### config.mk
export PLATFORM = sky130hd
export DESIGN_NAME = scroll_pan_stepper
export DESIGN_NICKNAME = d
export VERILOG_FILES = /design/src/sps_pkg.sv /design/src/sps_div.sv /design/src/sps_datapath.sv /design/src/sps_ctrl.sv /design/src/scroll_pan_stepper.sv
export SDC_FILE = /design/constraint.sdc
export NUM_CORES = 2
export LEC_CHECK = 0
export ABC_CLOCK_PERIOD_IN_PS = 7330
export BUFFER_PORTS_ARGS = -buffer_cell sky130_fd_sc_hd__buf_2
export CORE_ASPECT_RATIO = 1.4
export CORE_MARGIN = 5
export CORE_UTILIZATION = 30
export CTS_CLUSTER_DIAMETER = 100
export DETAILED_ROUTE_END_ITERATION = 6
export GPL_ROUTABILITY_DRIVEN = 0
export PLACE_DENSITY = 0.51
export SYNTH_ARGS = -nofsm -noshare
export SYNTH_HDL_FRONTEND = slang
export SYNTH_SLANG_ARGS = --single-unit
### constraint.sdc
create_clock -name clk -period 7.33 [get_ports clk]
set_input_delay 1.0995 -clock clk [delete_from_list [all_inputs] [get_ports clk]]
set_output_delay 1.0995 -clock clk [all_outputs]
set_load 0.01 [all_outputs]
### src/sps_pkg.sv
package sps_pkg;

  localparam int POS_W      = 32;
  localparam int RATE_W     = 24;
  localparam int ACC_W      = 8;
  localparam int STEP_W     = 8;
  localparam int DIM_W      = 16;
  localparam int DIV_W      = RATE_W + 1;
  localparam int DVSR_W     = STEP_W + 1;
  localparam int DIV_CNT_W  = 5;
  localparam int CFG_IDX_W  = 2;
  localparam int CFG_DATA_W = 16;
  localparam int DIM_SHIFT  = 11;
  localparam int MOVE_SHIFT = 8;

  localparam logic [DIV_CNT_W-1:0] DIV_LAST = DIV_CNT_W'(DIV_W - 1);

  localparam logic OP_START = 1'b0;
  localparam logic OP_TICK  = 1'b1;

  localparam logic [CFG_IDX_W-1:0] REG_STEP_COUNT = 2'd0;
  localparam logic [CFG_IDX_W-1:0] REG_MAP_WIDTH  = 2'd1;
  localparam logic [CFG_IDX_W-1:0] REG_MAP_HEIGHT = 2'd2;
  localparam logic [CFG_IDX_W-1:0] REG_SHADOW_EN  = 2'd3;

  localparam logic [STEP_W-1:0] STEP_RESET = 8'd16;
  localparam logic [POS_W-1:0]  X_MARGIN   = 32'h0000_F000;
  localparam logic [POS_W-1:0]  Y_MARGIN   = 32'h0000_A000;

  typedef enum logic [2:0] {
    S_IDLE,
    S_RATE,
    S_DIV,
    S_MOVE,
    S_CLAMP,
    S_DONE
  } sps_state_t;

  typedef struct packed {
    logic load_start;
    logic idle_tick;
    logic div_start;
    logic calc_rate;
    logic move;
    logic clamp;
    logic out_load;
  } sps_cmd_t;

  typedef struct packed {
    logic running;
    logic div_done;
  } sps_stat_t;

endpackage

### src/sps_div.sv
module sps_div
  import sps_pkg::*;
(
  input  logic                 clk,
  input  logic                 rst_n,
  input  logic                 start,
  input  logic [DIV_W-1:0]     dividend,
  input  logic [DVSR_W-1:0]    divisor,
  output logic                 done,
  output logic [RATE_W-1:0]    quot,
  output logic [ACC_W-1:0]     rem
);

  logic [DIV_W-1:0]     dq_r, dq_nxt;
  logic [ACC_W-1:0]     rem_r, rem_nxt;
  logic [DVSR_W-1:0]    divisor_r;
  logic [DIV_CNT_W-1:0] cnt_r, cnt_nxt;
  logic                 busy_r, busy_nxt;
  logic                 done_r, done_nxt;
  logic [DVSR_W-1:0]    trial;
  logic [DVSR_W-1:0]    diff;
  logic                 ge;

  // one quotient bit per cycle, restoring
  assign trial = {rem_r, dq_r[DIV_W-1]};
  assign ge    = (trial >= divisor_r);
  assign diff  = trial - divisor_r;

  always_comb begin
    dq_nxt   = dq_r;
    rem_nxt  = rem_r;
    cnt_nxt  = cnt_r;
    busy_nxt = busy_r;
    done_nxt = done_r;
    if (start) begin
      dq_nxt   = dividend;
      rem_nxt  = '0;
      cnt_nxt  = '0;
      busy_nxt = 1'b1;
      done_nxt = 1'b0;
    end else if (busy_r) begin
      dq_nxt  = {dq_r[DIV_W-2:0], ge};
      rem_nxt = ge ? diff[ACC_W-1:0] : trial[ACC_W-1:0];
      cnt_nxt = cnt_r + 1'b1;
      if (cnt_r == DIV_LAST) begin
        busy_nxt = 1'b0;
        done_nxt = 1'b1;
      end
    end
  end

  always_ff @(posedge clk) begin
    if (!rst_n) begin
      cnt_r  <= '0;
      busy_r <= 1'b0;
      done_r <= 1'b0;
    end else begin
      cnt_r  <= cnt_nxt;
      busy_r <= busy_nxt;
      done_r <= done_nxt;
    end
  end

  always_ff @(posedge clk) begin
    dq_r  <= dq_nxt;
    rem_r <= rem_nxt;
    if (start) begin
      divisor_r <= divisor;
    end
  end

  assign done = done_r;
  assign quot = dq_r[RATE_W-1:0];
  assign rem  = rem_r;

`ifndef SYNTH
  a_rem_below_divisor: assert property (@(posedge clk) disable iff (!rst_n)
    done_r |-> ({1'b0, rem_r} < divisor_r))
    else $error("divider remainder not below divisor");

  a_done_after_last: assert property (@(posedge clk) disable iff (!rst_n)
    $rose(done_r) |-> ($past(cnt_r) == DIV_LAST) && $past(busy_r))
    else $error("divider done without full iteration count");
`endif

endmodule

### src/sps_datapath.sv
module sps_datapath
  import sps_pkg::*;
(
  input  logic                    clk,
  input  logic                    rst_n,
  input  sps_cmd_t                cmd,
  output sps_stat_t               status,
  input  logic                    cfg_we,
  input  logic [CFG_IDX_W-1:0]    cfg_index,
  input  logic [CFG_DATA_W-1:0]   cfg_data,
  input  logic signed [POS_W-1:0] in_start_x,
  input  logic signed [POS_W-1:0] in_start_y,
  input  logic signed [POS_W-1:0] in_start_shadow_x,
  input  logic signed [POS_W-1:0] in_start_shadow_y,
  input  logic signed [POS_W-1:0] in_goal_x,
  input  logic signed [POS_W-1:0] in_goal_y,
  output logic signed [POS_W-1:0] out_pos_x,
  output logic signed [POS_W-1:0] out_pos_y,
  output logic signed [POS_W-1:0] out_shadow_pos_x,
  output logic signed [POS_W-1:0] out_shadow_pos_y,
  output logic                    out_finished
);

  // configuration
  logic [STEP_W-1:0] step_r, step_nxt;
  logic [DIM_W-1:0]  width_r, width_nxt;
  logic [DIM_W-1:0]  height_r, height_nxt;
  logic              shadow_en_r, shadow_en_nxt;
  logic [POS_W-1:0]  xlim_r, xlim_nxt;
  logic [POS_W-1:0]  ylim_r, ylim_nxt;

  // pan state
  logic [POS_W-1:0]  cam_x_r, cam_x_nxt, cam_y_r, cam_y_nxt;
  logic [POS_W-1:0]  sh_x_r, sh_x_nxt, sh_y_r, sh_y_nxt;
  logic [RATE_W-1:0] rate_x_r, rate_x_nxt, rate_y_r, rate_y_nxt;
  logic              neg_x_r, neg_x_nxt, neg_y_r, neg_y_nxt;
  logic [ACC_W-1:0]  acc_x_r, acc_x_nxt, acc_y_r, acc_y_nxt;
  logic [STEP_W-1:0] tick_r, tick_nxt;
  logic              running_r, running_nxt;
  logic              fin_r, fin_nxt;
  logic [POS_W-1:0]  dx_r, dx_nxt, dy_r, dy_nxt;

  // result register
  logic [POS_W-1:0]  o_x_r, o_y_r, o_sx_r, o_sy_r;
  logic              o_fin_r;

  // divider lanes
  logic [DIV_W-1:0]  dvd_x, dvd_y;
  logic [DVSR_W-1:0] dvsr;
  logic              done_x, done_y;
  logic [RATE_W-1:0] quot_x, quot_y;
  logic [ACC_W-1:0]  rem_x, rem_y;

  logic [POS_W-1:0]  mag_x, mag_y;
  logic [POS_W-1:0]  delta_x, delta_y;
  logic              gt_x, gt_y, hit_x, hit_y;
  logic [STEP_W-1:0] tick_inc;

  assign dvd_x = {{(DIV_W-RATE_W){1'b0}}, rate_x_r} + {{(DIV_W-ACC_W){1'b0}}, acc_x_r};
  assign dvd_y = {{(DIV_W-RATE_W){1'b0}}, rate_y_r} + {{(DIV_W-ACC_W){1'b0}}, acc_y_r};
  // a step count of zero acts as 256
  assign dvsr  = (step_r == '0) ? {1'b1, {STEP_W{1'b0}}} : {1'b0, step_r};

  sps_div u_div_x (
    .clk      (clk),
    .rst_n    (rst_n),
    .start    (cmd.div_start),
    .dividend (dvd_x),
    .divisor  (dvsr),
    .done     (done_x),
    .quot     (quot_x),
    .rem      (rem_x)
  );

  sps_div u_div_y (
    .clk      (clk),
    .rst_n    (rst_n),
    .start    (cmd.div_start),
    .dividend (dvd_y),
    .divisor  (dvsr),
    .done     (done_y),
    .quot     (quot_y),
    .rem      (rem_y)
  );

  assign mag_x   = dx_r[POS_W-1] ? (~dx_r + 1'b1) : dx_r;
  assign mag_y   = dy_r[POS_W-1] ? (~dy_r + 1'b1) : dy_r;
  assign delta_x = {quot_x, {MOVE_SHIFT{1'b0}}};
  assign delta_y = {quot_y, {MOVE_SHIFT{1'b0}}};
  assign gt_x    = ($signed(cam_x_r) > $signed(xlim_r));
  assign gt_y    = ($signed(cam_y_r) > $signed(ylim_r));
  assign hit_x   = cam_x_r[POS_W-1] || gt_x;
  assign hit_y   = cam_y_r[POS_W-1] || gt_y;
  assign tick_inc = tick_r + 1'b1;

  always_comb begin
    step_nxt      = step_r;
    width_nxt     = width_r;
    height_nxt    = height_r;
    shadow_en_nxt = shadow_en_r;
    if (cfg_we) begin
      case (cfg_index)
        REG_STEP_COUNT: step_nxt      = cfg_data[STEP_W-1:0];
        REG_MAP_WIDTH:  width_nxt     = cfg_data[DIM_W-1:0];
        REG_MAP_HEIGHT: height_nxt    = cfg_data[DIM_W-1:0];
        REG_SHADOW_EN:  shadow_en_nxt = cfg_data[0];
        default: ;
      endcase
    end
    xlim_nxt = {{(POS_W-DIM_W-DIM_SHIFT){1'b0}}, width_r, {DIM_SHIFT{1'b0}}} - X_MARGIN;
    ylim_nxt = {{(POS_W-DIM_W-DIM_SHIFT){1'b0}}, height_r, {DIM_SHIFT{1'b0}}} - Y_MARGIN;
  end

  always_comb begin
    cam_x_nxt   = cam_x_r;
    cam_y_nxt   = cam_y_r;
    sh_x_nxt    = sh_x_r;
    sh_y_nxt    = sh_y_r;
    rate_x_nxt  = rate_x_r;
    rate_y_nxt  = rate_y_r;
    neg_x_nxt   = neg_x_r;
    neg_y_nxt   = neg_y_r;
    acc_x_nxt   = acc_x_r;
    acc_y_nxt   = acc_y_r;
    tick_nxt    = tick_r;
    running_nxt = running_r;
    fin_nxt     = fin_r;
    dx_nxt      = dx_r;
    dy_nxt      = dy_r;

    if (cmd.load_start) begin
      cam_x_nxt = in_start_x;
      cam_y_nxt = in_start_y;
      sh_x_nxt  = in_start_shadow_x;
      sh_y_nxt  = in_start_shadow_y;
      dx_nxt    = in_goal_x - in_start_x;
      dy_nxt    = in_goal_y - in_start_y;
    end

    if (cmd.idle_tick) begin
      fin_nxt = 1'b1;
    end

    if (cmd.calc_rate) begin
      // truncate toward zero: magnitude shifted, sign kept only if nonzero
      rate_x_nxt  = mag_x[POS_W-1:MOVE_SHIFT];
      rate_y_nxt  = mag_y[POS_W-1:MOVE_SHIFT];
      neg_x_nxt   = dx_r[POS_W-1] && (mag_x[POS_W-1:MOVE_SHIFT] != '0);
      neg_y_nxt   = dy_r[POS_W-1] && (mag_y[POS_W-1:MOVE_SHIFT] != '0);
      acc_x_nxt   = '0;
      acc_y_nxt   = '0;
      tick_nxt    = '0;
      running_nxt = 1'b1;
      fin_nxt     = 1'b0;
    end

    if (cmd.move) begin
      cam_x_nxt = neg_x_r ? (cam_x_r - delta_x) : (cam_x_r + delta_x);
      cam_y_nxt = neg_y_r ? (cam_y_r - delta_y) : (cam_y_r + delta_y);
      if (shadow_en_r) begin
        sh_x_nxt = neg_x_r ? (sh_x_r - delta_x) : (sh_x_r + delta_x);
        sh_y_nxt = neg_y_r ? (sh_y_r - delta_y) : (sh_y_r + delta_y);
      end
      acc_x_nxt = rem_x;
      acc_y_nxt = rem_y;
    end

    if (cmd.clamp) begin
      if (hit_x) begin
        cam_x_nxt = cam_x_r[POS_W-1] ? '0 : xlim_r;
        if (shadow_en_r) begin
          sh_x_nxt = cam_x_r[POS_W-1] ? '0 : xlim_r;
        end
      end
      if (hit_y) begin
        cam_y_nxt = cam_y_r[POS_W-1] ? '0 : ylim_r;
        if (shadow_en_r) begin
          sh_y_nxt = cam_y_r[POS_W-1] ? '0 : ylim_r;
        end
      end
      if (hit_x && hit_y) begin
        fin_nxt = 1'b1;
      end else begin
        tick_nxt = tick_inc;
        fin_nxt  = (tick_inc == step_r);
      end
      running_nxt = !fin_nxt;
    end
  end

  always_ff @(posedge clk) begin
    if (!rst_n) begin
      step_r      <= STEP_RESET;
      width_r     <= '0;
      height_r    <= '0;
      shadow_en_r <= 1'b0;
      cam_x_r     <= '0;
      cam_y_r     <= '0;
      sh_x_r      <= '0;
      sh_y_r      <= '0;
      rate_x_r    <= '0;
      rate_y_r    <= '0;
      neg_x_r     <= 1'b0;
      neg_y_r     <= 1'b0;
      acc_x_r     <= '0;
      acc_y_r     <= '0;
      tick_r      <= '0;
      running_r   <= 1'b0;
      fin_r       <= 1'b0;
    end else begin
      step_r      <= step_nxt;
      width_r     <= width_nxt;
      height_r    <= height_nxt;
      shadow_en_r <= shadow_en_nxt;
      cam_x_r     <= cam_x_nxt;
      cam_y_r     <= cam_y_nxt;
      sh_x_r      <= sh_x_nxt;
      sh_y_r      <= sh_y_nxt;
      rate_x_r    <= rate_x_nxt;
      rate_y_r    <= rate_y_nxt;
      neg_x_r     <= neg_x_nxt;
      neg_y_r     <= neg_y_nxt;
      acc_x_r     <= acc_x_nxt;
      acc_y_r     <= acc_y_nxt;
      tick_r      <= tick_nxt;
      running_r   <= running_nxt;
      fin_r       <= fin_nxt;
    end
  end

  always_ff @(posedge clk) begin
    xlim_r <= xlim_nxt;
    ylim_r <= ylim_nxt;
    dx_r   <= dx_nxt;
    dy_r   <= dy_nxt;
    if (cmd.out_load) begin
      o_x_r   <= cam_x_r;
      o_y_r   <= cam_y_r;
      o_sx_r  <= sh_x_r;
      o_sy_r  <= sh_y_r;
      o_fin_r <= fin_r;
    end
  end

  assign status.running  = running_r;
  assign status.div_done = done_x && done_y;

  assign out_pos_x        = o_x_r;
  assign out_pos_y        = o_y_r;
  assign out_shadow_pos_x = o_sx_r;
  assign out_shadow_pos_y = o_sy_r;
  assign out_finished     = o_fin_r;

`ifndef SYNTH
  a_running_ends_on_clamp: assert property (@(posedge clk) disable iff (!rst_n)
    $fell(running_r) |-> $past(cmd.clamp))
    else $error("pan stopped outside the clamp step");
`endif

endmodule

### src/sps_ctrl.sv
module sps_ctrl
  import sps_pkg::*;
(
  input  logic      clk,
  input  logic      rst_n,
  input  logic      in_valid,
  input  logic      in_op,
  output logic      in_stall,
  output logic      out_valid,
  input  logic      out_stall,
  input  sps_stat_t status,
  output sps_cmd_t  cmd
);

  sps_state_t state_r, state_nxt;
  logic       out_valid_r, out_valid_nxt;
  logic       accept;
  logic       out_free;

  assign accept   = in_valid && !in_stall;
  assign out_free = !out_valid_r || !out_stall;

  always_comb begin
    state_nxt = state_r;
    case (state_r)
      S_IDLE: begin
        if (accept) begin
          if (in_op == OP_START) begin
            state_nxt = S_RATE;
          end else if (status.running) begin
            state_nxt = S_DIV;
          end else begin
            state_nxt = S_DONE;
          end
        end
      end
      S_RATE:  state_nxt = S_DONE;
      S_DIV: begin
        if (status.div_done) begin
          state_nxt = S_MOVE;
        end
      end
      S_MOVE:  state_nxt = S_CLAMP;
      S_CLAMP: state_nxt = S_DONE;
      S_DONE: begin
        if (out_free) begin
          state_nxt = S_IDLE;
        end
      end
      default: state_nxt = S_IDLE;
    endcase
  end

  always_comb begin
    cmd = '0;
    case (state_r)
      S_IDLE: begin
        if (accept) begin
          cmd.load_start = (in_op == OP_START);
          cmd.div_start  = (in_op == OP_TICK) && status.running;
          cmd.idle_tick  = (in_op == OP_TICK) && !status.running;
        end
      end
      S_RATE:  cmd.calc_rate = 1'b1;
      S_MOVE:  cmd.move      = 1'b1;
      S_CLAMP: cmd.clamp     = 1'b1;
      S_DONE:  cmd.out_load  = out_free;
      default: cmd = '0;
    endcase
  end

  always_comb begin
    out_valid_nxt = out_valid_r;
    if (cmd.out_load) begin
      out_valid_nxt = 1'b1;
    end else if (!out_stall) begin
      out_valid_nxt = 1'b0;
    end
  end

  always_ff @(posedge clk) begin
    if (!rst_n) begin
      state_r     <= S_IDLE;
      out_valid_r <= 1'b0;
    end else begin
      state_r     <= state_nxt;
      out_valid_r <= out_valid_nxt;
    end
  end

  assign in_stall  = (state_r != S_IDLE);
  assign out_valid = out_valid_r;

`ifndef SYNTH
  a_move_after_div: assert property (@(posedge clk) disable iff (!rst_n)
    (state_r == S_MOVE) |-> ($past(state_r) == S_DIV) && $past(status.div_done))
    else $error("move step entered before both quotients were ready");

  a_rate_after_start: assert property (@(posedge clk) disable iff (!rst_n)
    (state_r == S_RATE) |-> $past(cmd.load_start))
    else $error("rate step without a start item");
`endif

endmodule

### src/scroll_pan_stepper.sv
// Flow: a start item goes through the rate step to the done state, a tick while idle
// goes straight to done, and a tick while panning waits in the divide state for the
// bit-serial divide of each axis's rate plus accumulator by the step count (both axes
// side by side), then moves and clamps. One item is in work at a time; the next is taken
// the cycle after the result is registered, while that result may still wait at the output.
// Reset (rst_n low, synchronous) idles the block, clears positions and loads defaults.
module scroll_pan_stepper
  import sps_pkg::*;
(
  input  logic                    clk,
  input  logic                    rst_n,
  input  logic                    in_valid,
  output logic                    in_stall,
  input  logic                    in_op,
  input  logic signed [POS_W-1:0] in_start_x,
  input  logic signed [POS_W-1:0] in_start_y,
  input  logic signed [POS_W-1:0] in_start_shadow_x,
  input  logic signed [POS_W-1:0] in_start_shadow_y,
  input  logic signed [POS_W-1:0] in_goal_x,
  input  logic signed [POS_W-1:0] in_goal_y,
  output logic                    out_valid,
  input  logic                    out_stall,
  output logic signed [POS_W-1:0] out_pos_x,
  output logic signed [POS_W-1:0] out_pos_y,
  output logic signed [POS_W-1:0] out_shadow_pos_x,
  output logic signed [POS_W-1:0] out_shadow_pos_y,
  output logic                    out_finished,
  input  logic                    cfg_valid,
  output logic                    cfg_ready,
  input  logic [CFG_IDX_W-1:0]    cfg_index,
  input  logic [CFG_DATA_W-1:0]   cfg_data
);

  sps_cmd_t  cmd;
  sps_stat_t status;

  assign cfg_ready = 1'b1;

  sps_ctrl u_ctrl (
    .clk       (clk),
    .rst_n     (rst_n),
    .in_valid  (in_valid),
    .in_op     (in_op),
    .in_stall  (in_stall),
    .out_valid (out_valid),
    .out_stall (out_stall),
    .status    (status),
    .cmd       (cmd)
  );

  sps_datapath u_dp (
    .clk               (clk),
    .rst_n             (rst_n),
    .cmd               (cmd),
    .status            (status),
    .cfg_we            (cfg_valid && cfg_ready),
    .cfg_index         (cfg_index),
    .cfg_data          (cfg_data),
    .in_start_x        (in_start_x),
    .in_start_y        (in_start_y),
    .in_start_shadow_x (in_start_shadow_x),
    .in_start_shadow_y (in_start_shadow_y),
    .in_goal_x         (in_goal_x),
    .in_goal_y         (in_goal_y),
    .out_pos_x         (out_pos_x),
    .out_pos_y         (out_pos_y),
    .out_shadow_pos_x  (out_shadow_pos_x),
    .out_shadow_pos_y  (out_shadow_pos_y),
    .out_finished      (out_finished)
  );

endmodule

==> metrics list <==
* Result of the run: finished, violations left
- Failing checks: DRC
- Static leakage power: 0.0157 uW
* Area fraction of the dominant cell type after synthesis: 22.2%
* Worst Path Max Fanout: 19
* Count of nets after finishing: 4,574
- In this run, synthesis inferred 252 flip-flops with an integrated enable.
- The critical path is of the flip-flop to flip-flop type.
- The clock drives 565 sinks.
- Starting Density: 30.2%
- Entering global routing, the biggest net connects 129 pins.
- After clock tree synthesis, the setup repair step added 0 buffers.
* Die boundary height: 409 um
* Slew HR: 21.7%
- DRC violation count after routing: 2
- The number of hold-slack violations in the final timing report is 0.
* Cell at the root of the clock tree: clkbuf_16
- Sorting the synthesized cells by area gives the leading types as edfxtp_1 (22%), dfxtp_1 (18%), ha_1 (6.1%).
- Final routed wirelength across all metal layers: 122,000 um
- In this run the power density over the cells is 275 nW/um^2.
- Unrepaired setup endpoints after global routing: no
- During placement, the flow inserted port buffers numbering 346.
* Main synth FF type: dfxtp_1
- Count of hold buffers inserted by post-cts repair: 0
- Via/cell ratio: 5.18
- The most common cell in the synthesized netlist is nand2_1.
- The worst setup path is launched from a flip-flop.
- Sequential fraction of the synthesis area: 40.6%
- Fmax: 0.173 GHz
* Required time at the worst-slack endpoint: 7.90 ns
- Placeable Area: 113,000 sq um
* Mean instance size in the synthesized netlist: 8.73 sq um
* Global-route usage over all layers: 19.5%
* Setup-violating endpoint count in the final report: 0
* Post-synth top cells: nand2_1 (461), nor2_1 (370), dfxtp_1 (313)
- For this design the top-level I/O count stands at 348.
* Cell area after synthesis: 34,100 sq um
- STA puts the critical path data arrival time at 6.34 ns.
- # H-tree levels: 2
* Vias in the first global route: 28,793
- Share of cells above drive strength 1: 13.7%
- The min-delay analysis places its worst path in the category flip-flop to flip-flop.
- After clock tree synthesis, the repair step resized 0 gates.
* Cell row count: 146
* Number of antenna violations at the first check in global routing: 11
- At the pin with the least slew margin, the transition time is 1.17 ns.
* Final clock skew: 0.0388 ns
* Net count after synthesis: 4,294
* Residual antenna-violating net count after detailed routing: 0
- Global-route wire length before repair: 182,000 um
* Final worst path period share: 78.7%
- Accumulated negative setup slack: 0 ns
- Final worst path period need: 5.77 ns
- Clock-pin slew was measured on the worst setup and hold paths at 0.07 ns.
- Number of buffers created by CTS: 56
* Detailed-placement wirelength estimate: 94,300 um
- Summed over all instances, the cell type with the most area after synthesis is edfxtp_1.
- X dimension of the die: 295 um
* Synth Register Bits: 565
- Max-cap violations: 0
- Final hold analysis gives a worst-case slack of 0.352 ns.
- After synthesis, the share of flip-flops with an asynchronous set or reset is 0%.
* Vias after detailed routing: 29,614
- Skew-Pair Late Insertion Delay: 0.66 ns
* DRT iter0 DRCs: 2,158
- Type of element capturing the critical path: flip-flop
- The floorplan step defined a die boundary enclosing 120,000 sq um.
- The first detailed-routing pass ran for 7 iterations.
* Maximum ir drop on the vdd rail: 0.181 mV
- Maximum count of clock buffers along a single path: 3
- Cell count after synthesis: 3,901
- YS warnings: 0
- TritonCTS clock tree: done
* Final-report max-slew violation count: 0
- Grt ovf: 0
- Compared with the post-synthesis result, the final layout area differs by 16.0%.
- Number of unique standard cell types used by synthesis: 88
- After detailed routing, the average wire length per cell comes to 21.4 um.
registers in the layout (all words and copies together) (netlist names), 9 cells and up:
signal and flops:
u_dp.cam_x_r 32, u_dp.cam_y_r 32, u_dp.dx_r 32, u_dp.dy_r 32, u_dp.out_pos_x 32, u_dp.out_pos_y 32, u_dp.out_shadow_pos_x 32, u_dp.out_shadow_pos_y 32
u_dp.sh_x_r 32, u_dp.sh_y_r 32, u_dp.u_div_x.dq_r 25, u_dp.u_div_y.dq_r 25, u_dp.rate_x_r 24, u_dp.rate_y_r 24, u_dp.xlim_r 17, u_dp.ylim_r 17
u_dp.height_r 16, u_dp.width_r 16, u_dp.u_div_x.divisor_r 9
critical path: stages (launching register included):
cell	delay [ns]
dfxtp_1	0.75
inv_1	0.45
ha_1	0.47
nand4_1	0.14
or2_2	0.33
nor3_1	0.41
a211oi_1	0.14
o221ai_1	0.12
nand2b_1	0.09
a31oi_1	0.64
or2_2	0.58
nand2_1	0.52
buf_4	0.38
or4_1	0.47
o211ai_1	0.16
cell type report:
type                       instances  area (sq um)
sequential                       565         13800
tap                             1480          1850
inverter                         237           897
multi-input combinational       2919         18700
clock inverter                    28           347
clock buffer                      78          1700
antenna                            5          12.5
timing repair buffer             402          2160
fill                           11769         73400
routing by layer:
layer,vias to the layer above,GRT usage [%],routed length [um]
li1,14502,-,-
met1,14133,24.0,49800
met2,769,34.6,60900
met3,202,2.63,6210
met4,8,7.61,5300
met5,-,0,48
power by group:
| group | total (uW) | switching, uW | leakage, uW | internal [uW] |
|---|---|---|---|---|
| Sequential | 4250 | 498 | 0.00490 | 3750 |
| Clock | 3250 | 1370 | 0.00101 | 1880 |
| Combinational | 3370 | 2040 | 0.00984 | 1330 |
through the flow:
step	power, uW	std cells	instance area (sq um)	setup WS, ns	util [%]
6_report	10900	5714	39500	1.56	35.0
5_1_grt	11500	5712	39500	1.14	35.0
4_1_cts	10900	5709	39500	1.60	35.0
3_5_place_dp	7660	5603	37500	1.59	33.2
3_3_place_gp	7640	5603	37500	1.59	33.2
2_1_floorplan	6540	3901	34100	2.20	-
path summary, 6_finish.rpt:
kind	startpoint	end	slack, ns	depth (start not counted)
max	u_dp.cam_y_r[31]	u_dp.cam_x_r[28]	1.56	14
min	u_dp.height_r[0]	u_dp.ylim_r[11]	0.35	0
max reg2reg	u_dp.cam_y_r[31]	u_dp.cam_x_r[28]	1.56	14
min reg2reg	u_dp.height_r[0]	u_dp.ylim_r[11]	0.35	0
cell usage in the layout, fill, tap and decap left out, types with 55 or more instances in the layout:
cell type and n:
nand2_1 460, nor2_1 366, buf_2 346, dfxtp_1 313, a21oi_1 295, edfxtp_1 252, inv_1 234, o21ai_0 220
xnor2_1 190, ha_1 167, xor2_1 148, nand3_1 102, a211oi_1 76, nor3_1 73, a21o_1 63, clkbuf_16 63
buf_4 55
logic make-up after synthesis:
group	after synthesis	synth area share, %
XOR/XNOR	338	8.69
AND/OR/NAND/NOR	1307	17.6
AO/OA/AOI/OAI	1007	19.1
adder cells (fa/ha/maj)	219	7.98
other	1	0.0110
flip-flops	565	40.6
buffers and inverters	417	4.64
multiplexers	47	1.43
No activity file was read; power rests on OpenSTA's default activity.
